`config.mk`:
```
export PLATFORM = sky130hd
export DESIGN_NAME = ccsr_ram
export DESIGN_NICKNAME = d
export VERILOG_FILES = /design/src/rtl/ccsr_ram.sv
export SDC_FILE = /design/constraint.sdc
export NUM_CORES = 1
export LEC_CHECK = 0
export ABC_AREA = 1
export BUFFER_PORTS_ARGS = -buffer_cell sky130_fd_sc_hd__buf_2
export CAP_MARGIN = 25
export CORE_MARGIN = 8
export CORE_UTILIZATION = 54
export DETAILED_ROUTE_END_ITERATION = 8
export HOLD_SLACK_MARGIN = 0.05
export PLACE_DENSITY = 0.72
export SLEW_MARGIN = 20
export SYNTH_ARGS = -nofsm -noshare
export SYNTH_HDL_FRONTEND = slang
export SYNTH_SLANG_ARGS = --single-unit
export TNS_END_PERCENT = 10
```
`constraint.sdc`:
```
create_clock -name clk_i -period 0.9 [get_ports clk_i]
set_input_delay 0.045 -clock clk_i [delete_from_list [all_inputs] [get_ports clk_i]]
set_output_delay 0.045 -clock clk_i [all_outputs]
set_load 0.02 [all_outputs]
```
`src/rtl/ccsr_ram.sv`:
```
module ccsr_ram #(
  parameter int unsigned Width = 8,
  parameter int unsigned Depth = 16,
  localparam int unsigned AW   = $clog2(Depth)
) (
  input  logic             clk_i,
  input  logic             we_i,
  input  logic [AW-1:0]    waddr_i,
  input  logic [Width-1:0] wdata_i,
  input  logic [AW-1:0]    raddr_i,
  output logic [Width-1:0] rdata_o
);

  logic [Width-1:0] mem_q [Depth];
  logic [Width-1:0] rdata_q;

  always_ff @(posedge clk_i) begin
    if (we_i) begin
      mem_q[waddr_i] <= wdata_i;
    end
    rdata_q <= mem_q[raddr_i];
  end

  assign rdata_o = rdata_q;

endmodule

```
# --- After elaboration in Yosys (flattened, before gate mapping) ---
# Memories as Yosys holds them, arrays and structs flattened. A register that Yosys moved wholly into a read port is not among the register bits.
# Cells that the tools add are included.
totals:
  regBits: 0
  mem_bits_rw: 128
  in_bits: 18
  output_inout_bits: 8
  n_memories: 1
mem_list:
  columns: ["memory", "depth", "width", "read_ports", "rd_ports_with_merged_regs", "wr", "line", "text"]
  rows:
  - ["mem_q", 16, 8, 1, 1, 1, "14", "logic [Width-1:0] mem_q [Depth];"]
op_classes:
  n_mux: 2
ops:
  columns: ["operator", "n"]
  rows:
  - ["$mux 1", 2]

# --- Depth between registers and ports, before layout ---
# Gate-level depths: netlist of run 1.
depth:
  word_depth: 2
  ltp_mapped: 8

# --- Worst setup path before layout of run 1 ---
# OpenSTA, ideal clock, no wires.
synth_path:
  path_type: "input to register"
  start: "input waddr_i[3]"
  end: "memory mem_q[4][0] (enable)"
  arrival_ns: 0.626
  t_required_ns: 0.530
  slack_ns: -0.096
  cell_stages: 2
  path_buffers: 0
  path_cell_list: "nand3b_1 -> nor2_1"
synth_lines:
  columns: ["element", "line", "text"]
  rows:
  - ["start: declaration", "8", "input logic [AW-1:0] waddr_i,"]
  - ["end: declaration", "14", null]
# Straight into the memory's write port.

# --- Final worst setup path of run 1 ---
layout_path:
  start: "register rdata_q[7], in the netlist rdata_o[7] (read register of mem_q)"
  end: "output rdata_o[7]"
layout_lines:
  columns: ["element", "line", "text"]
  rows:
  - ["start: declaration", "15", "logic [Width-1:0] rdata_q;"]
  - ["end: declaration", "11", "output logic [Width-1:0] rdata_o"]
# No word-level cell between the ends.

==> impl_metrics.csv, run 1 <==
group,metric,value,unit
global_route,antenna_found_initial,0,
global_route,track_usage,19.36,%
clock_tree,clkSlewWorstSetupHoldPaths,60,ps
synth,yosys_warnings,0,
clock_tree,cts_max_level,4,
clock_tree,worstSkewPairLatency,530,ps
job,drv_cap,0,
sta,tightestPinTransition,384.9,ps
clock_tree,post_cts_buffers,0,
global_route,gr-usage-met3,4.440,%
sta,fin_crit,1031,ps
route,finalWirelength,13400,um
critical_path,crit_buf_inv,1,
critical_path,critPathTopFamily,"flip-flops",
synth,syn_avg_cell_area,10.47,um^2
power_and_ir_drop,powerDensity,2090,nW/um^2
clock_tree,cts_tree,"done",
synth,ys_seq_area_share,69.43,%
floorplanning,coreArea,10370,um^2
sta,max_freq,970.0,MHz
placement,post-place-ws,-208.2,ps
global_route,grt_pass1_vias,3892,
cells_and_area,fin_nets,630,
sta,grt_setup_unrepaired,"yes",
clock_tree,clock_path_buffers,2,
route,vias_per_cell,5.225,
sta,hold_viol,0,
min_path,hp-class,"input pin to register",
clock_tree,cts_made_buffers,17,
route,route.detailed.drc,0,
sta,finalWorstSetupSlack,-131.0,ps
floorplanning,die_h,119.3,um
floorplanning,start_util,55.61,%
floorplanning,die_w,119.3,um
outcome,violations,"negative setup slack",
synth,ys_ff_latch,136,
sta,clock_skew,5.495,ps
route,wl_per_cell,17.61,um
clock_tree,cts-root-buf,"clkbuf_8",
critical_path,path_max_fanout,1,
power_and_ir_drop,leakage,3.102,nW
outcome,status,"finished with violations",
global_route,grtUsageMet1,22.68,%
critical_path,crit_required,850,ps
placement,gp_congestion,0.8658,
global_route,grt_busiest_layer,"met2",
synth,synth_fp_nets,569,
floorplanning,rows,37,
critical_path,path_cells,"buf_6",
route,drt_pass1_iterations,4,
route,antenna_left,0,
synth,synth_cell_types,12,
placement,portBuffers,25,
synth,syn_area,5767,um^2
sta,report.final.slew_viol_count,0,
cells_and_area,drive_above_1_share,21.12,%
route,vias,3976,
critical_path,path_class,"register to output pin",
clock_tree,cts.sinks,136,
floorplanning,dieArea,14240,um^2
power_and_ir_drop,peakVddDrop,0.001097,V
placement,place_area,6216,um^2
critical_path,critPathLaunchType,"register",
sta,maxSlewHeadroom,74.34,%
critical_path,endpoint_kind,"output pin",
sta,setup_viol,15,
cells_and_area,areaGrowthSynthToFinish,23.45,%
cells_and_area,num_antenna_cells,0,
sta,period_share,114.6,%
critical_path,critPathSlowestCell,"dfxtp_2",
cells_and_area,fin_area,7119,um^2
global_route,grt_pass1_wl,20770,um
global_route,use_met2,32.53,%
global_route,grt_max_degree,51,
route,drt-initial-drc-count,388,
floorplanning,ios,26,
critical_path,max_stage_delay,340,ps
placement,dp_hpwl,8036,um
global_route,overflow,0,
cells_and_area,fin_util,68.65,%
critical_path,arrival,990,ps
synth,synthCells,551,
## layer usage
layer,part of all wire (%),up-vias
met5,0,-
met4,3.0,0
met3,5.5,32
met2,51,136
met1,41,1910
li1,-,1898
## power breakdown
group | switching [W] | total [W] | internal (W)
registers | 0.0000510 | 0.00714 | 0.00709
clock network | 0.00264 | 0.00659 | 0.00395
logic | 0.000727 | 0.00114 | 0.000417
## worst paths after layout
| kind | start | to | slack, ps | cells past startpoint |
|---|---|---|---|---|
| min | raddr_i[2] | rdata_o[7]$_DFF_P_ | 80 | 5 |
| max | rdata_o[7]$_DFF_P_ | rdata_o[7] | -130 | 1 |
| min reg2reg | mem_q[12][1]$_DFFE_PP_ | rdata_o[1]$_DFF_P_ | 690 | 6 |
| max reg2reg | mem_q[3][1]$_DFFE_PP_ | rdata_o[1]$_DFF_P_ | -110 | 6 |
## cell usage in the layout (no fill, tap or decap), drive strengths merged
| cell type | n |
|---|---|
| dlygate4sd3 | 10 |
| nand3 | 97 |
| dfxtp | 8 |
| nor2 | 17 |
| clkinvlp | 4 |
| bufinv | 2 |
| nand3b | 2 |
| clkbuf | 18 |
| clkinv | 7 |
| buf | 56 |
| edfxtp | 128 |
| inv | 103 |
| nand2 | 173 |
## sequential cells by signal, indices dropped and copies added (netlist names)
name     cells
rdata_o      8
mem_q      128
## logic make-up after synthesis
kind of cell	share of synthesized area [%]
buffers and inverters	9.525
flip-flops	69.43
AND/OR/NAND/NOR	21.05
## cell usage after synthesis (all sizes together)
master / instances / area (um^2)
nand2: 173 / 649.4
nand3: 97 / 485.5
dfxtp: 8 / 160.2
nand3b: 2 / 15.01
buf: 24 / 166.4
edfxtp: 128 / 3844
nor2: 17 / 63.81
inv: 102 / 382.9
## cell type report
type                            count  area [um^2]
Multi-Input combinational cell    289         1386
Tap cell                          136        170.2
Sequential cell                   136         4014
Inverter                          102        382.9
Timing Repair Buffer               66        595.6
Clock inverter                     14        152.6
Fill cell                         745         3251
Clock buffer                       18        417.9
## stage by stage
| step | hold slack (ps) | instances | total power [W] | TNS, ps |
|---|---|---|---|---|
| 5_1_grt | 89.33 | 761 | 0.01529 | -2035 |
| 6_report | 79.96 | 761 | 0.01488 | -1311 |
| 4_1_cts | 57.10 | 761 | 0.01491 | -1390 |
| 3_3_place_gp | 462.8 | 719 | 0.008202 | -12910 |
| 2_1_floorplan | 143.9 | 551 | 0.007798 | -9380 |
| 3_5_place_dp | 462.0 | 719 | 0.008228 | -16460 |
## timing repair
action                     CTS  global route
setup endpoints to repair   16            16
pin swaps                   12            10
hold endpoints to repair   136             0
resized for setup           45            14
hold buffers                10             0
Note: power is estimated with default switching activity, not from simulation.
==> inputs of run 2 (changes only) <==
--- a/constraint.sdc
+++ b/constraint.sdc
@@ -3,2 +3,2 @@
 set_output_delay 0.045 -clock clk_i [all_outputs]
-set_load 0.02 [all_outputs]
+set_load 0.005 [all_outputs]
==> impl_metrics.csv, run 2 (same netlist as run 1, synthesis figures left out) <==
group,metric,value,unit
sta,fin_crit,1011,ps
route,vias_per_cell,5.213,
sta,setup_viol,16,
critical_path,critPathSlowestCell,"dfxtp_2",
cells_and_area,layout_common_cells,"170 x nand2_1, 128 x edfxtp_1, 100 x inv_1",
placement,post-place-ws,-208.2,ps
power_and_ir_drop,leakage,3.107,nW
cells_and_area,largest_reg_flops,128,
global_route,grt_pass1_wl,20730,um
placement,gp_congestion,0.8658,
route,drt_pass1_iterations,5,
min_path,hp-class,"input pin to register",
global_route,track_usage,19.30,%
cells_and_area,fin_area,7124,um^2
sta,finalWorstSetupSlack,-111.3,ps
clock_tree,post_cts_buffers,0,
critical_path,crit_buf_inv,1,
clock_tree,worstSkewPairLatency,530,ps
cells_and_area,fin_util,68.70,%
power_and_ir_drop,peakVddDrop,0.001097,V
critical_path,endpoint_kind,"output pin",
critical_path,crit_cells,1,
sta,maxSlewHeadroom,73.42,%
floorplanning,start_util,55.61,%
global_route,grt_pass1_vias,3872,
cells_and_area,fillCellCount,749,
clock_tree,cts.sinks,136,
cells_and_area,layout.cells.non_filler,761,
critical_path,critPathLaunchType,"register",
clock_tree,cts_made_buffers,17,
route,vias,3967,
sta,tightestPinTransition,398.7,ps
sta,period_share,112.4,%
critical_path,crit_required,850,ps
cells_and_area,drive_above_1_share,21.76,%
placement,place_area,6216,um^2
sta,grt_setup_unrepaired,"yes",
cells_and_area,areaGrowthSynthToFinish,23.54,%
cells_and_area,fin_nets,630,
critical_path,max_stage_delay,330,ps
route,antenna_left,0,
global_route,overflow,0,
critical_path,path_cells,"buf_6",
route,wl_per_cell,17.50,um
sta,clock_skew,5.710,ps
sta,report.final.slew_viol_count,0,
sta,hold_viol,0,
job,drv_cap,0,
global_route,grt_max_degree,51,
cells_and_area,num_antenna_cells,0,
outcome,status,"finished with violations",
cells_and_area,largest-register,"mem_q",
floorplanning,coreArea,10370,um^2
outcome,violations,"negative setup slack",
sta,max_freq,988.8,MHz
placement,dp_hpwl,8036,um
min_path,min_path_cells,6,
floorplanning,dieArea,14240,um^2
clock_tree,clock_path_buffers,2,
critical_path,path_class,"register to output pin",
power_and_ir_drop,powerDensity,2079,nW/um^2
clock_tree,cts_max_level,4,
floorplanning,ios,26,
clock_tree,cts_tree,"done",
clock_tree,cts-root-buf,"clkbuf_8",
critical_path,critPathTopFamily,"flip-flops",
critical_path,r2r_cells,6,
critical_path,arrival,970,ps
global_route,antenna_found_initial,0,
floorplanning,die_w,119.3,um
placement,dp.cells,719,
floorplanning,die_h,119.3,um
route,drt-initial-drc-count,396,
route,finalWirelength,13320,um
critical_path,path_max_fanout,1,
clock_tree,clkSlewWorstSetupHoldPaths,60,ps
route,route.detailed.drc,0,
floorplanning,rows,37,
cells_and_area,final_common_cell,"nand2_1",
placement,portBuffers,25,
==> run 2: through the flow <==
stage | hold slack [ps] | TNS (ps) | total power, W
after floorplan | 143.9 | -9380 | 0.007750
after global placement | 425.2 | -12910 | 0.008154
after detailed placement | 423.6 | -16460 | 0.008180
after CTS | 105.0 | -1189 | 0.01481
after global routing | 143.0 | -1788 | 0.01523
final | 138.0 | -1089 | 0.01481
==> run 2: worst paths after layout <==
path                                              from            endpoint  slack [ps]
worst max register to register   mem_q[9][0]$_DFFE_PP_  rdata_o[0]$_DFF_P_         -70
worst min-delay path                        raddr_i[1]  rdata_o[4]$_DFF_P_         140
worst min register to register  mem_q[15][4]$_DFFE_PP_  rdata_o[4]$_DFF_P_         690
worst max-delay path                rdata_o[7]$_DFF_P_          rdata_o[7]        -110
==> run 2: layer usage <==
| layer | wire length (um) | vias up | global-route usage [%] |
|---|---|---|---|
| met1 | 5270 | 1871 | 22.77 |
| li1 | - | 1903 | - |
| met5 | 0 | - | 0 |
| met4 | 442 | 0 | 11.09 |
| met3 | 913 | 35 | 4.346 |
| met2 | 6688 | 158 | 32.03 |
==> run 2: area by class of cell <==
type                    count  area [um^2]  share of cell area [%]
inverters                 102        382.9                   5.374
flip-flops and latches    136         4009                   56.27
repair buffers             66        570.5                   8.008
clock buffers              18        417.9                   5.866
well taps                 136        170.2                   2.388
multi-input cells         289         1421                   19.95
clock inverters            14        152.6                   2.143
==> run 2: report_power, final <==
part | total [W] | internal, W | leakage (nW) | switching [W]
clock | 0.00660 | 0.00395 | 0.267 | 0.00265
combinational | 0.00108 | 0.000396 | 1.62 | 0.000687
sequential | 0.00713 | 0.00708 | 1.22 | 0.0000451
==> run 2: repair_timing <==
item,4_1_cts,5_1_grt
hold buffers,10,0
endpoints found under the hold margin,136,0
gates resized for setup,30,21
pin swaps,13,13
setup endpoints to repair,16,16
