<file path="src/rtl/ccsr_pkg.sv">
package ccsr_pkg;

  // Sizing of the row table and the column store
  localparam int unsigned MAX_ROWS    = 1024;
  localparam int unsigned MAX_ENTRIES = 4096;
  localparam int unsigned ROW_AW      = $clog2(MAX_ROWS + 1);
  localparam int unsigned COL_AW      = $clog2(MAX_ENTRIES);

  // Field widths
  localparam int unsigned FUNC_W = 3;
  localparam int unsigned ROW_W  = 11;
  localparam int unsigned COL_W  = 11;
  localparam int unsigned VAL_W  = 13;
  localparam int unsigned STAT_W = 2;
  localparam int unsigned CFG_AW = 2;
  localparam int unsigned CFG_DW = 11;

  localparam logic [ROW_W-1:0] NUM_ROWS_RST = ROW_W'(1024);

  localparam logic [CFG_AW-1:0] CFG_NUM_ROWS = CFG_AW'(0);
  localparam logic [CFG_AW-1:0] CFG_ORIGIN   = CFG_AW'(1);

  typedef enum logic [FUNC_W-1:0] {
    FN_CLEAR  = 3'd0,
    FN_COUNT  = 3'd1,
    FN_FINAL  = 3'd2,
    FN_PLACE  = 3'd3,
    FN_RD_PTR = 3'd4,
    FN_RD_COL = 3'd5
  } ccsr_func_e;

  typedef enum logic [STAT_W-1:0] {
    ST_OK          = 2'd0,
    ST_ROW_RANGE   = 2'd1,
    ST_INDEX_RANGE = 2'd2,
    ST_FULL        = 2'd3
  } ccsr_status_e;

  typedef struct packed {
    logic [ROW_W-1:0] num_rows;
    logic             origin;
  } ccsr_cfg_t;

  typedef struct packed {
    logic              we;
    logic [ROW_AW-1:0] waddr;
    logic [VAL_W-1:0]  wdata;
    logic [ROW_AW-1:0] raddr;
  } ccsr_row_req_t;

  typedef struct packed {
    logic              we;
    logic [COL_AW-1:0] waddr;
    logic [COL_W-1:0]  wdata;
    logic [COL_AW-1:0] raddr;
  } ccsr_col_req_t;

endpackage

</file>
<file path="src/rtl/ccsr_seq.sv">
module ccsr_seq
  import ccsr_pkg::*;
(
  input  logic                clk_i,
  input  logic                rst_ni,
  input  logic                start_i,
  input  logic [FUNC_W-1:0]   func_i,
  input  logic [ROW_W-1:0]    row_index_i,
  input  logic [COL_W-1:0]    col_index_i,
  input  logic [VAL_W-1:0]    read_index_i,
  input  ccsr_cfg_t           cfg_i,
  output ccsr_row_req_t       row_req_o,
  input  logic [VAL_W-1:0]    row_rdata_i,
  output ccsr_col_req_t       col_req_o,
  input  logic [COL_W-1:0]    col_rdata_i,
  output logic                busy_o,
  output logic                done_o,
  output logic [VAL_W-1:0]    result_value_o,
  output logic [STAT_W-1:0]   status_o
);

  typedef enum logic [2:0] {
    S_INIT,
    S_IDLE,
    S_EXEC,
    S_FIN,
    S_CLR
  } state_e;

  state_e            state_q, state_d;
  ccsr_func_e        func_q, func_d;
  ccsr_status_e      st_q, st_d, st_pre;
  logic [ROW_AW-1:0] raddr_q, raddr_d;
  logic [COL_W-1:0]  col_q, col_d;
  logic              ptr_zero_q, ptr_zero_d;
  logic [ROW_AW-1:0] idx_q, idx_d;
  logic [VAL_W-1:0]  sum_q, sum_d;
  logic [VAL_W-1:0]  entry_count_q, entry_count_d;
  logic              done_q, done_d;
  logic [VAL_W-1:0]  result_q, result_d;
  ccsr_status_e      status_q, status_d;

  logic [ROW_W-1:0]  n_rows;
  logic [ROW_W-1:0]  row_sub;
  logic              row_ok, ptr_ok, col_ok, accept;
  logic [VAL_W-1:0]  base_v;
  logic [VAL_W-1:0]  p_sub;
  logic [ROW_AW-1:0] row_raddr;

  assign n_rows  = (cfg_i.num_rows > ROW_W'(MAX_ROWS)) ? ROW_W'(MAX_ROWS) : cfg_i.num_rows;
  assign base_v  = VAL_W'(cfg_i.origin);
  assign row_sub = row_index_i - ROW_W'(cfg_i.origin);
  assign row_ok  = (row_index_i >= ROW_W'(cfg_i.origin)) && (row_sub < n_rows);
  assign ptr_ok  = read_index_i <= VAL_W'(n_rows);
  assign col_ok  = (read_index_i < entry_count_q) && (read_index_i < VAL_W'(MAX_ENTRIES));
  assign accept  = start_i && (state_q == S_IDLE);
  assign p_sub   = row_rdata_i - base_v;

  // Early checks, resolved before the table is read
  always_comb begin
    st_pre = ST_OK;
    unique case (func_i)
      FN_COUNT: begin
        if (!row_ok) begin
          st_pre = ST_ROW_RANGE;
        end else if (entry_count_q >= VAL_W'(MAX_ENTRIES)) begin
          st_pre = ST_FULL;
        end
      end
      FN_PLACE: begin
        if (!row_ok) begin
          st_pre = ST_ROW_RANGE;
        end
      end
      FN_RD_PTR: begin
        if (!ptr_ok) begin
          st_pre = ST_INDEX_RANGE;
        end
      end
      FN_RD_COL: begin
        if (!col_ok) begin
          st_pre = ST_INDEX_RANGE;
        end
      end
      default: st_pre = ST_OK;
    endcase
  end

  // Row table read address
  always_comb begin
    if (state_q == S_FIN) begin
      row_raddr = idx_q + ROW_AW'(1);
    end else if (func_i == FN_RD_PTR) begin
      row_raddr = ROW_AW'(read_index_i - VAL_W'(1));
    end else if (func_i == FN_FINAL) begin
      row_raddr = '0;
    end else begin
      row_raddr = ROW_AW'(row_sub);
    end
  end

  always_comb begin
    state_d       = state_q;
    func_d        = func_q;
    st_d          = st_q;
    raddr_d       = raddr_q;
    col_d         = col_q;
    ptr_zero_d    = ptr_zero_q;
    idx_d         = idx_q;
    sum_d         = sum_q;
    entry_count_d = entry_count_q;
    done_d        = 1'b0;
    result_d      = result_q;
    status_d      = status_q;

    row_req_o.we    = 1'b0;
    row_req_o.waddr = raddr_q;
    row_req_o.wdata = '0;
    row_req_o.raddr = row_raddr;
    col_req_o.we    = 1'b0;
    col_req_o.waddr = COL_AW'(p_sub);
    col_req_o.wdata = col_q;
    col_req_o.raddr = COL_AW'(read_index_i);

    unique case (state_q)
      S_INIT, S_CLR: begin
        row_req_o.we    = 1'b1;
        row_req_o.waddr = idx_q;
        if (idx_q == ROW_AW'(MAX_ROWS)) begin
          idx_d         = '0;
          entry_count_d = '0;
          state_d       = S_IDLE;
          if (state_q == S_CLR) begin
            done_d   = 1'b1;
            result_d = '0;
            status_d = ST_OK;
          end
        end else begin
          idx_d = idx_q + ROW_AW'(1);
        end
      end
      S_IDLE: begin
        if (accept) begin
          func_d     = ccsr_func_e'(func_i);
          st_d       = st_pre;
          raddr_d    = row_raddr;
          col_d      = col_index_i;
          ptr_zero_d = (read_index_i == '0);
          idx_d      = '0;
          sum_d      = base_v;
          if (func_i == FN_CLEAR) begin
            state_d = S_CLR;
          end else if (func_i == FN_FINAL) begin
            state_d = S_FIN;
          end else begin
            state_d = S_EXEC;
          end
        end
      end
      S_EXEC: begin
        done_d   = 1'b1;
        result_d = '0;
        status_d = st_q;
        state_d  = S_IDLE;
        if (st_q == ST_OK) begin
          unique case (func_q)
            FN_COUNT: begin
              row_req_o.we    = 1'b1;
              row_req_o.wdata = row_rdata_i + VAL_W'(1);
              entry_count_d   = entry_count_q + VAL_W'(1);
              result_d        = entry_count_q + VAL_W'(1);
            end
            FN_PLACE: begin
              if ((row_rdata_i < base_v) || (p_sub >= VAL_W'(MAX_ENTRIES))) begin
                status_d = ST_FULL;
              end else begin
                col_req_o.we    = 1'b1;
                row_req_o.we    = 1'b1;
                row_req_o.wdata = row_rdata_i + VAL_W'(1);
                result_d        = p_sub;
              end
            end
            FN_RD_PTR: result_d = ptr_zero_q ? base_v : row_rdata_i;
            FN_RD_COL: result_d = VAL_W'(col_rdata_i);
            default:   result_d = '0;
          endcase
        end
      end
      S_FIN: begin
        row_req_o.we    = 1'b1;
        row_req_o.waddr = idx_q;
        if (idx_q == ROW_AW'(n_rows)) begin
          // closing pointer
          row_req_o.wdata = entry_count_q + base_v;
          done_d          = 1'b1;
          result_d        = entry_count_q;
          status_d        = ST_OK;
          state_d         = S_IDLE;
        end else begin
          row_req_o.wdata = sum_q;
          sum_d           = sum_q + row_rdata_i;
          idx_d           = idx_q + ROW_AW'(1);
        end
      end
      default: state_d = S_IDLE;
    endcase
  end

  always_ff @(posedge clk_i or negedge rst_ni) begin
    if (!rst_ni) begin
      state_q       <= S_INIT;
      func_q        <= FN_CLEAR;
      st_q          <= ST_OK;
      raddr_q       <= '0;
      col_q         <= '0;
      ptr_zero_q    <= 1'b0;
      idx_q         <= '0;
      sum_q         <= '0;
      entry_count_q <= '0;
      done_q        <= 1'b0;
      result_q      <= '0;
      status_q      <= ST_OK;
    end else begin
      state_q       <= state_d;
      func_q        <= func_d;
      st_q          <= st_d;
      raddr_q       <= raddr_d;
      col_q         <= col_d;
      ptr_zero_q    <= ptr_zero_d;
      idx_q         <= idx_d;
      sum_q         <= sum_d;
      entry_count_q <= entry_count_d;
      done_q        <= done_d;
      result_q      <= result_d;
      status_q      <= status_d;
    end
  end

  assign busy_o         = (state_q != S_IDLE);
  assign done_o         = done_q;
  assign result_value_o = result_q;
  assign status_o       = status_q;

  a_entry_bound: assert property (@(posedge clk_i) disable iff (!rst_ni)
    entry_count_q <= VAL_W'(MAX_ENTRIES))
    else $error("entry count beyond store size");

  a_fin_no_overlap: assert property (@(posedge clk_i) disable iff (!rst_ni)
    (state_q == S_FIN && row_req_o.we) |-> (row_req_o.raddr != row_req_o.waddr))
    else $error("prefix walk reads the row it writes");

  a_done_single: assert property (@(posedge clk_i) disable iff (!rst_ni)
    done_q |=> !done_q)
    else $error("result strobe longer than one cycle");

  a_clear_end: assert property (@(posedge clk_i) disable iff (!rst_ni)
    (state_q == S_CLR && idx_q == ROW_AW'(MAX_ROWS)) |=> (done_q && entry_count_q == '0))
    else $error("clear did not finish cleanly");

endmodule

</file>
<file path="config.mk">
export PLATFORM = sky130hd
export DESIGN_NAME = ccsr_seq
export DESIGN_NICKNAME = d
export VERILOG_FILES = /design/src/rtl/ccsr_pkg.sv /design/src/rtl/ccsr_seq.sv
export SDC_FILE = /design/constraint.sdc
export NUM_CORES = 1
export LEC_CHECK = 0
export BUFFER_PORTS_ARGS = -buffer_cell sky130_fd_sc_hd__buf_2
export CAP_MARGIN = 20
export CORE_MARGIN = 2
export CORE_UTILIZATION = 50
export CTS_BUF_LIST = sky130_fd_sc_hd__clkbuf_16
export DETAILED_ROUTE_END_ITERATION = 10
export PLACE_DENSITY_LB_ADDON = 0.05
export RECOVER_POWER = 100
export SETUP_SLACK_MARGIN = 0.3
export SKIP_CTS_REPAIR_TIMING = 1
export SYNTH_ARGS = -nofsm -noshare
export SYNTH_HDL_FRONTEND = slang
export SYNTH_SLANG_ARGS = --single-unit
</file>
<file path="constraint.sdc">
create_clock -name clk_i -period 6 [get_ports clk_i]
set_clock_uncertainty 0.15 [all_clocks]
set_input_delay 0 -clock clk_i [delete_from_list [all_inputs] [get_ports clk_i]]
set_output_delay 0 -clock clk_i [all_outputs]
set_load 0.01 [all_outputs]
</file>
# Word-level counts from Yosys, hierarchy flattened
# Cells that the tools add are included.
# classes
reduce_logical,20
eq_ne,23
addsub,8
order_cmp,9
mux,59
# op_table
cell,count
$mux 13,14
$pmux 13 s2,4
$mux 11,8
$pmux 13 s4,1
$pmux 13 s3,1
$pmux 11 s3,1
$add 13x1->13 const B,2
$ge 13x13->1 const B,2
$mux 2,10
$eq 3x2->1 const B,5
$eq 3x3->1 const B,5
$add 13x1->13,1
$add 13x13->13,1
$le 13x11->1,1
$logic_not 13->1,1
$lt 13x1->1,1
$lt 13x13->1,1
$lt 13x13->1 const B,1
$sub 13x1->13,1
$mux 3,4
$add 11x1->11 const B,1
$eq 11x11->1,1
$eq 11x11->1 const B,1
$ge 11x1->1,1
other kinds (25),50
# word_totals
regBits,84
elab_cells,131
out_inout_bits,89
input_bits,77

# Depth between registers and ports, before layout
# Gate-level depths: netlist of run 1.
# depth
ltp_word,7
ltp_mapped,14
depth_no_buf,14

# Worst setup path after synthesis of run 1
# No wires, ideal clock.
# synth_path
path_kind,register -> register
from,reg sum_q[0]
to,reg sum_q[12]
t_arrival_ps,2283
stages_incl_launch_ff,10
n_path_buf,0
t_required_ps,5724
slack_ps,3441
synth_period_minus_slack_ps,2559
setup_ps,126
cell_sequence,dfrtp_1 -> ha_1 -> fa_1 -> a211oi_1 -> o21bai_1 -> a31o_1 -> a21oi_1 -> xor2_1 -> a2111oi_0 -> a311o_1
# synth_between
elab_chain_cells,3
# synth_rtl
item,line,text
start: declaration,ccsr_seq.sv:37,"logic [VAL_W-1:0] sum_q, sum_d;"
start signal: assignment,ccsr_seq.sv:231,sum_q <= sum_d;
$add 13x13->13,ccsr_seq.sv:201,sum_d = sum_q + row_rdata_i;
$mux 13,ccsr_seq.sv:192,if (idx_q == ROW_AW'(n_rows)) begin
$pmux 13 s2,ccsr_seq.sv:125,unique case (state_q)
# Every way passes these cells. The select of a mux whose other input is x is not followed.
# A chain may end at the register's enable or synchronous reset.

# Worst setup path in the final report of run 1
# layout_path
from,reg state_q[2]
to,reg idx_q[2]
# layout_between
elab_chain_cells,4
word_cells_on_any_way,11
cone_classes,eq/ne (5); mux (1); reduce/logical (5)
# layout_rtl
item,line,text
start: declaration,ccsr_seq.sv:30,"state_e state_q, state_d;"
start signal: assignment,ccsr_seq.sv:224,state_q <= state_d;
"$eq 3x3->1, or another cell as far along",ccsr_seq.sv:125,
$reduce_or 2->1 or $logic_and 1x1->1 (tied branches),"ccsr_seq.sv:125, ccsr_seq.sv:56",
$reduce_bool 3->1 (no line) or $ne 2x2->1 (tied branches),-,
$reduce_and 3->1 (no line),-,
end signal: assignment,ccsr_seq.sv:230,idx_q <= idx_d;
end: declaration,ccsr_seq.sv:36,"logic [ROW_AW-1:0] idx_q, idx_d;"
# Several ways; a longest one is shown, not always the timed one.

==> results of run 1 <==
-- cells in the mapped netlist, types with 19 or more instances --
cell / instances / area, um^2
a21oi_1: 54 / 270
clkbuf_1: 32 / 120
dfrtp_1: 84 / 2100
ha_1: 57 / 713
inv_1: 40 / 150
mux2_2: 32 / 360
nand2_1: 86 / 323
nand3_1: 39 / 195
nor2_1: 50 / 188
nor3_1: 20 / 100
o21ai_0: 69 / 345
o22ai_1: 19 / 119
xnor2_1: 37 / 324
xor2_1: 37 / 324
-- critical path, stage by stage, from the launching register on --
cell and delay (ps):
dfrtp_1 420, and2b_1 240, and2_0 1140, o21ai_1 1370, and2_0 680, o221a_1 350
-- registers in the layout, indices dropped and copies added, names as in the netlist --
register and cells:
func_q 3, ptr_zero_q 1, done_o 1, status_o 2, result_value_o 13, entry_count_q 13, st_q 2, state_q 3
idx_q 11, col_q 11, raddr_q 11, sum_q 13
-- metrics by stage --
stage	instance area [um^2]	total power, W
after floorplan	7810	0.00197
after global placement	8550	0.00244
after detailed placement	8560	0.00246
after CTS	8860	0.00305
after global routing	8910	0.00323
final	8910	0.00302
-- worst paths after layout --
path	start	to	slack, ps	cells past startpoint
hold reg to reg	raddr_q[9]	raddr_q[9]	340	2
max in group asynchronous	rst_ni	result_value_o[11]	2290	3
min in group asynchronous	rst_ni	sum_q[10]	490	3
setup / recovery	state_q[2]	idx_q[2]	1530	5
hold / removal	col_rdata_i[10]	result_value_o[10]	30	6
setup reg to reg	state_q[2]	idx_q[2]	1530	5
-- logic make-up (layout without fill, tap and decap cells) --
group | count (synthesis) | after routing | synth area share, %
adders and majority gates | 58 | 58 | 9.39
buffers and inverters | 107 | 250 | 6.36
xor gates and xnor gates | 74 | 74 | 8.30
DFF | 84 | 84 | 26.9
muxes | 54 | 54 | 7.82
and+or+nand+nor | 307 | 307 | 20.9
AOI/OAI and AO/OA | 236 | 236 | 20.3
-- per-layer routing --
metal / share of wire, % / track usage, %
met2: 48 / 49.8
met1: 43 / 39.3
met3: 5.4 / 4.32
met5: 0 / 0
met4: 3.5 / 12.0
-- cell type report --
cell class                 count  area (um^2)
fill                        1454         6290
timing repair buffer         192          973
sequential                    84         2100
inverter                      42          158
multi-input combinational    729         5140
clock inverter                 7         75.1
tap                          188          235
clock buffer                   9          225
-- power by group through the flow --
stage          combinational, W  clock [W]  sequential, W
2_1_floorplan           0.00111          0       0.000863
3_3_place_gp            0.00153          0       0.000903
3_5_place_dp            0.00155          0       0.000907
4_1_cts                 0.00156   0.000591       0.000896
5_1_grt                 0.00169   0.000614       0.000928
6_report                0.00154   0.000584       0.000902
==> flow_summary.yaml, run 1 <==
final_layout:
  drive_above_1_share_pct: 14.0
  final_common_cell: "clkbuf_1"
  instances_no_fill: 1251
  fin_util_pct: 58.6
  n_antenna_cell: 0
  area_delta_synth_final_pct: 14.1
  layout_common_cells: "clkbuf_1 (92), nand2_1 (86), dfrtp_1 (84), buf_2 (78), o21ai_0 (73)"
  fin_nets: 1193
cts:
  clk_pin_slew_ps: 70
  clockRootBuffer: "clkbuf_16"
  cts_buffers: 9
  htree_levels: 3
  clock-sinks: 84
  cts_max_path_buffers: 2
  cts_tree: "done"
  clock_latency_ps: 350
grt:
  grt.total_usage_pct: 29.9
  grt_max_degree: 64
  overflow: 0
  grt_pass1_wl_um: 38200
  antenna_found_initial: 0
  grt_pass1_vias: 6939
timing:
  worst_slew_pin_slew_ps: 3520
  final.setup.tns_ps: 0
  fin_ws_ps: 1530
  timing.hold.ws_ps: 28.3
  finalMaxSlewViolations: 214
  hold_viol: 0
  final.min_clock_period_ps: 4470
  fmax_ghz: 0.224
  rsz0062_at_grt: "false"
  fin_crit_sh_pct: 74.6
  finalSetupViolCount: 0
  slew_headroom_pct: -135
yosys:
  mappedNetlistArea_mm2: 0.00781
  yosysSeqAreaShare_pct: 26.9
  ys_warn_count: 0
  syn_inst: 920
  synthFlopType: "dfrtp_1"
  synthDistinctLibCells: 78
  synth_edf_count: 0
  syn_area_per_cell_um2: 8.49
  synth_fp_nets: 1055
  ys_seq_elements: 84
  async_flop_share_pct: 100
run:
  maxCapViolCount: 6
placement:
  dp_hpwl_um: 18800
  gp_congestion: 0.930
  port_buffers: 165
  pre_cts_slack_ps: 2980
  placedCellCount: 1211
floorplan:
  initial_utilization_pct: 51.3
  die_w_um: 129
  core_area_mm2: 0.0152
  die_h_um: 129
  design.die.area_mm2: 0.0166
  core.rowCount: 45
  ioPinCount: 166
setup_path:
  crit_path_max_fanout: 37
  worstSetupPathType: "register to register"
  arrival_ps: 4560
  required_ps: 6090
  cp-start-kind: "register"
  end_kind: "register"
power_and_ir_drop:
  p_sw_share_pct: 44.5
  p_clk_share_pct: 19.3
  seq_power_share_pct: 29.8
  p_sw_w: 0.00134
  leakage_nw: 3.79
  pwr_density_cell_mw_per_mm2: 339
  power_frac_comb_pct: 50.8
  peakVddDrop_mv: 0.164
  p_int_w: 0.00168
min_path:
  hp-class: "input pin to register"
detailed_routing:
  totalWireLength_um: 25000
  vias_per_cell: 6.08
  drc: 0
  route.detailed.wl_per_inst_um: 20.0
  vias: 7608
  antenna_left: 0
  drt_iter0_drc: 583
  first_pass_iters: 5
run_status:
  failed_checks: "max-capacitance violations, max-slew violations"
  outcome: "complete, but fails checks"
Power figures use the tool's default switching activity.
==> run 2: changes to the inputs <==
- ABC_AREA: unset -> 1
- clock period: 6 -> 3.9 ns (I/O delays scaled with it)
==> flow_summary.yaml, run 2 <==
grt:
  antenna_found_initial: 0
  grt_pass1_wl_um: 40800
  grt_pass1_vias: 7706
  grt_max_degree: 66
  overflow: 0
  grt.total_usage_pct: 31.4
final_layout:
  fin_nets: 1450
  final_common_cell: "nand2_1"
  instances_no_fill: 1508
  area_delta_synth_final_pct: 14.5
  fin_util_pct: 58.6
  n_antenna_cell: 0
  drive_above_1_share_pct: 9.70
  n_fill_cell: 1584
  layout_common_cells: "nand2_1 (348), nand3_1 (117), inv_1 (107), nor2_1 (94), o21ai_0 (89)"
  post-route-cell-area_mm2: 0.00891
timing:
  rsz0062_at_grt: "false"
  hold_viol: 2
  fin_ws_ps: 524
  worst_slew_pin_slew_ps: 1730
  fin_crit_sh_pct: 86.6
  fmax_ghz: 0.296
  finalSetupViolCount: 0
  final.setup.tns_ps: 0
  final.min_clock_period_ps: 3380
  finalMaxSlewViolations: 85
  slew_headroom_pct: -15.6
  timing.hold.ws_ps: -24.2
power_and_ir_drop:
  power_frac_comb_pct: 54.7
  p_clk_share_pct: 17.2
  leakage_nw: 4.41
  peakVddDrop_mv: 0.333
  pwr_density_cell_mw_per_mm2: 541
  p_sw_w: 0.00240
  p_sw_share_pct: 49.8
  seq_power_share_pct: 28.1
  p_int_w: 0.00242
yosys:
  synth_most_common_cell: "nand2_1"
  async_flop_share_pct: 100
  synth_largest_area_cell: "dfrtp_1"
  synth_top_area_share_pct: 27.0
  mappedNetlistArea_mm2: 0.00778
  syn_inst: 1161
  synthDistinctLibCells: 48
  synth_fp_nets: 1296
  ys_top_cells_by_count: "nand2_1 (346), nand3_1 (117), inv_1 (107), nor2_1 (93), dfrtp_1 (84)"
  synthFlopType: "dfrtp_1"
  syn_area_per_cell_um2: 6.70
  synth_edf_count: 0
  ys_top_cells_by_area: "dfrtp_1 (27%), nand2_1 (17%), ha_1 (9.2%), nand3_1 (7.5%), o21ai_0 (5.2%)"
  ys_seq_elements: 84
  ys_warn_count: 0
  yosysSeqAreaShare_pct: 27.0
detailed_routing:
  vias: 8411
  route.detailed.wl_per_inst_um: 17.4
  drc: 0
  totalWireLength_um: 26200
  vias_per_cell: 5.58
  first_pass_iters: 8
  drt_iter0_drc: 652
  antenna_left: 0
min_path:
  hp-class: "input pin to register"
placement:
  placed_cell_area_mm2: 0.00861
  placedCellCount: 1472
  port_buffers: 165
  dp_hpwl_um: 20500
  gp_congestion: 0.983
  pre_cts_slack_ps: 1320
cts:
  htree_levels: 3
  clock-sinks: 84
  cts_tree: "done"
  clockRootBuffer: "clkbuf_16"
  clock_latency_ps: 350
  clk_pin_slew_ps: 70
  cts_buffers: 9
  cts_max_path_buffers: 2
run:
  maxCapViolCount: 2
run_status:
  failed_checks: "negative hold slack, max-capacitance violations, max-slew violations"
  outcome: "complete, but fails checks"
floorplan:
  initial_utilization_pct: 51.2
  design.die.area_mm2: 0.0166
  die_w_um: 129
  die_h_um: 129
  core.rowCount: 45
  ioPinCount: 166
  core_area_mm2: 0.0152
setup_path:
  worstSetupPathType: "input pin to primary output"
  required_ps: 3750
  cp-start-kind: "input pin"
  end_kind: "primary output"
  arrival_ps: 3230
  crit_path_max_fanout: 12
## run 2: cell types whose count changed after synthesis, sizes merged, moves of 11 or more
cell / delta
mux2: -38
nor2: +45
mux2i: -16
nand3: +78
xnor2: -32
inv: +66
and3: -16
o22ai: -13
o21ai: +19
nor2b: -11
nor3b: -12
nand2b: -14
nand2: +263
## run 2: worst max-delay path, stage by stage
cell and delay [ps]:
dlygate4sd3_1 520, clkbuf_1 380, ha_1 250, ha_1 180, nand2_1 60, nor2_1 240
nand2_1 110, xor2_1 130, nand2_1 100, nor2_1 110, buf_4 200, o21ai_1 120
inv_1 340, o21ai_0 190, o211ai_2 100, clkbuf_1 180
## run 2: power by group through the flow
stage                     Clock (W)  Sequential [W]  Combinational, W
after detailed placement          0         0.00136           0.00272
after global placement            0         0.00136           0.00271
final                      0.000831         0.00135           0.00264
after CTS                  0.000844         0.00135           0.00274
after floorplan                   0         0.00139           0.00180
after global routing       0.000879         0.00139           0.00293
## run 2: cells by family (layout without fill, tap and decap cells)
kind of cell	Yosys count	in the layout	share of synthesized area [%]
compound gates	198	198	15.3
simple gates	610	610	33.4
xor+xnor	51	51	5.74
fa+ha+maj	58	58	9.42
buf+inv	160	319	9.08
flops	84	84	27.0
## run 2: metrics by stage
step	total power (W)	hold slack (ps)
6_report	0.00482	-24.2
4_1_cts	0.00493	-361
3_3_place_gp	0.00407	10.3
2_1_floorplan	0.00319	-446
3_5_place_dp	0.00408	15.5
5_1_grt	0.00520	17.3
## run 2: per-layer routing
layer / part of all wire [%] / global-route usage [%]
met5: 0 / 0
met4: 3.6 / 14.2
met3: 6.3 / 3.78
met2: 46 / 51.7
met1: 44 / 41.4
## run 2: worst paths after layout
kind / cells after the start / startpoint / end / slack [ps]
min in group asynchronous: 2 / rst_ni / done_o / 480
max: 16 / cfg_i[0] / row_req_o[23] / 520
min reg2reg: 2 / col_q[9] / col_q[9] / 330
max reg2reg: 10 / idx_q[9] / sum_q[6] / 890
min: 6 / row_rdata_i[0] / sum_q[0] / -20
max in group asynchronous: 3 / rst_ni / entry_count_q[9] / 1370
## run 2: area by class of cell
| type | instances | area, um^2 | area share, % |
|---|---|---|---|
| clock inverter | 7 | 55.1 | 0.618 |
| inverter | 110 | 413 | 4.63 |
| tap | 188 | 235 | 2.64 |
| clock buffer | 9 | 225 | 2.53 |
| timing repair buffer | 193 | 973 | 10.9 |
| multi-input combinational | 917 | 4910 | 55.1 |
| sequential | 84 | 2100 | 23.6 |
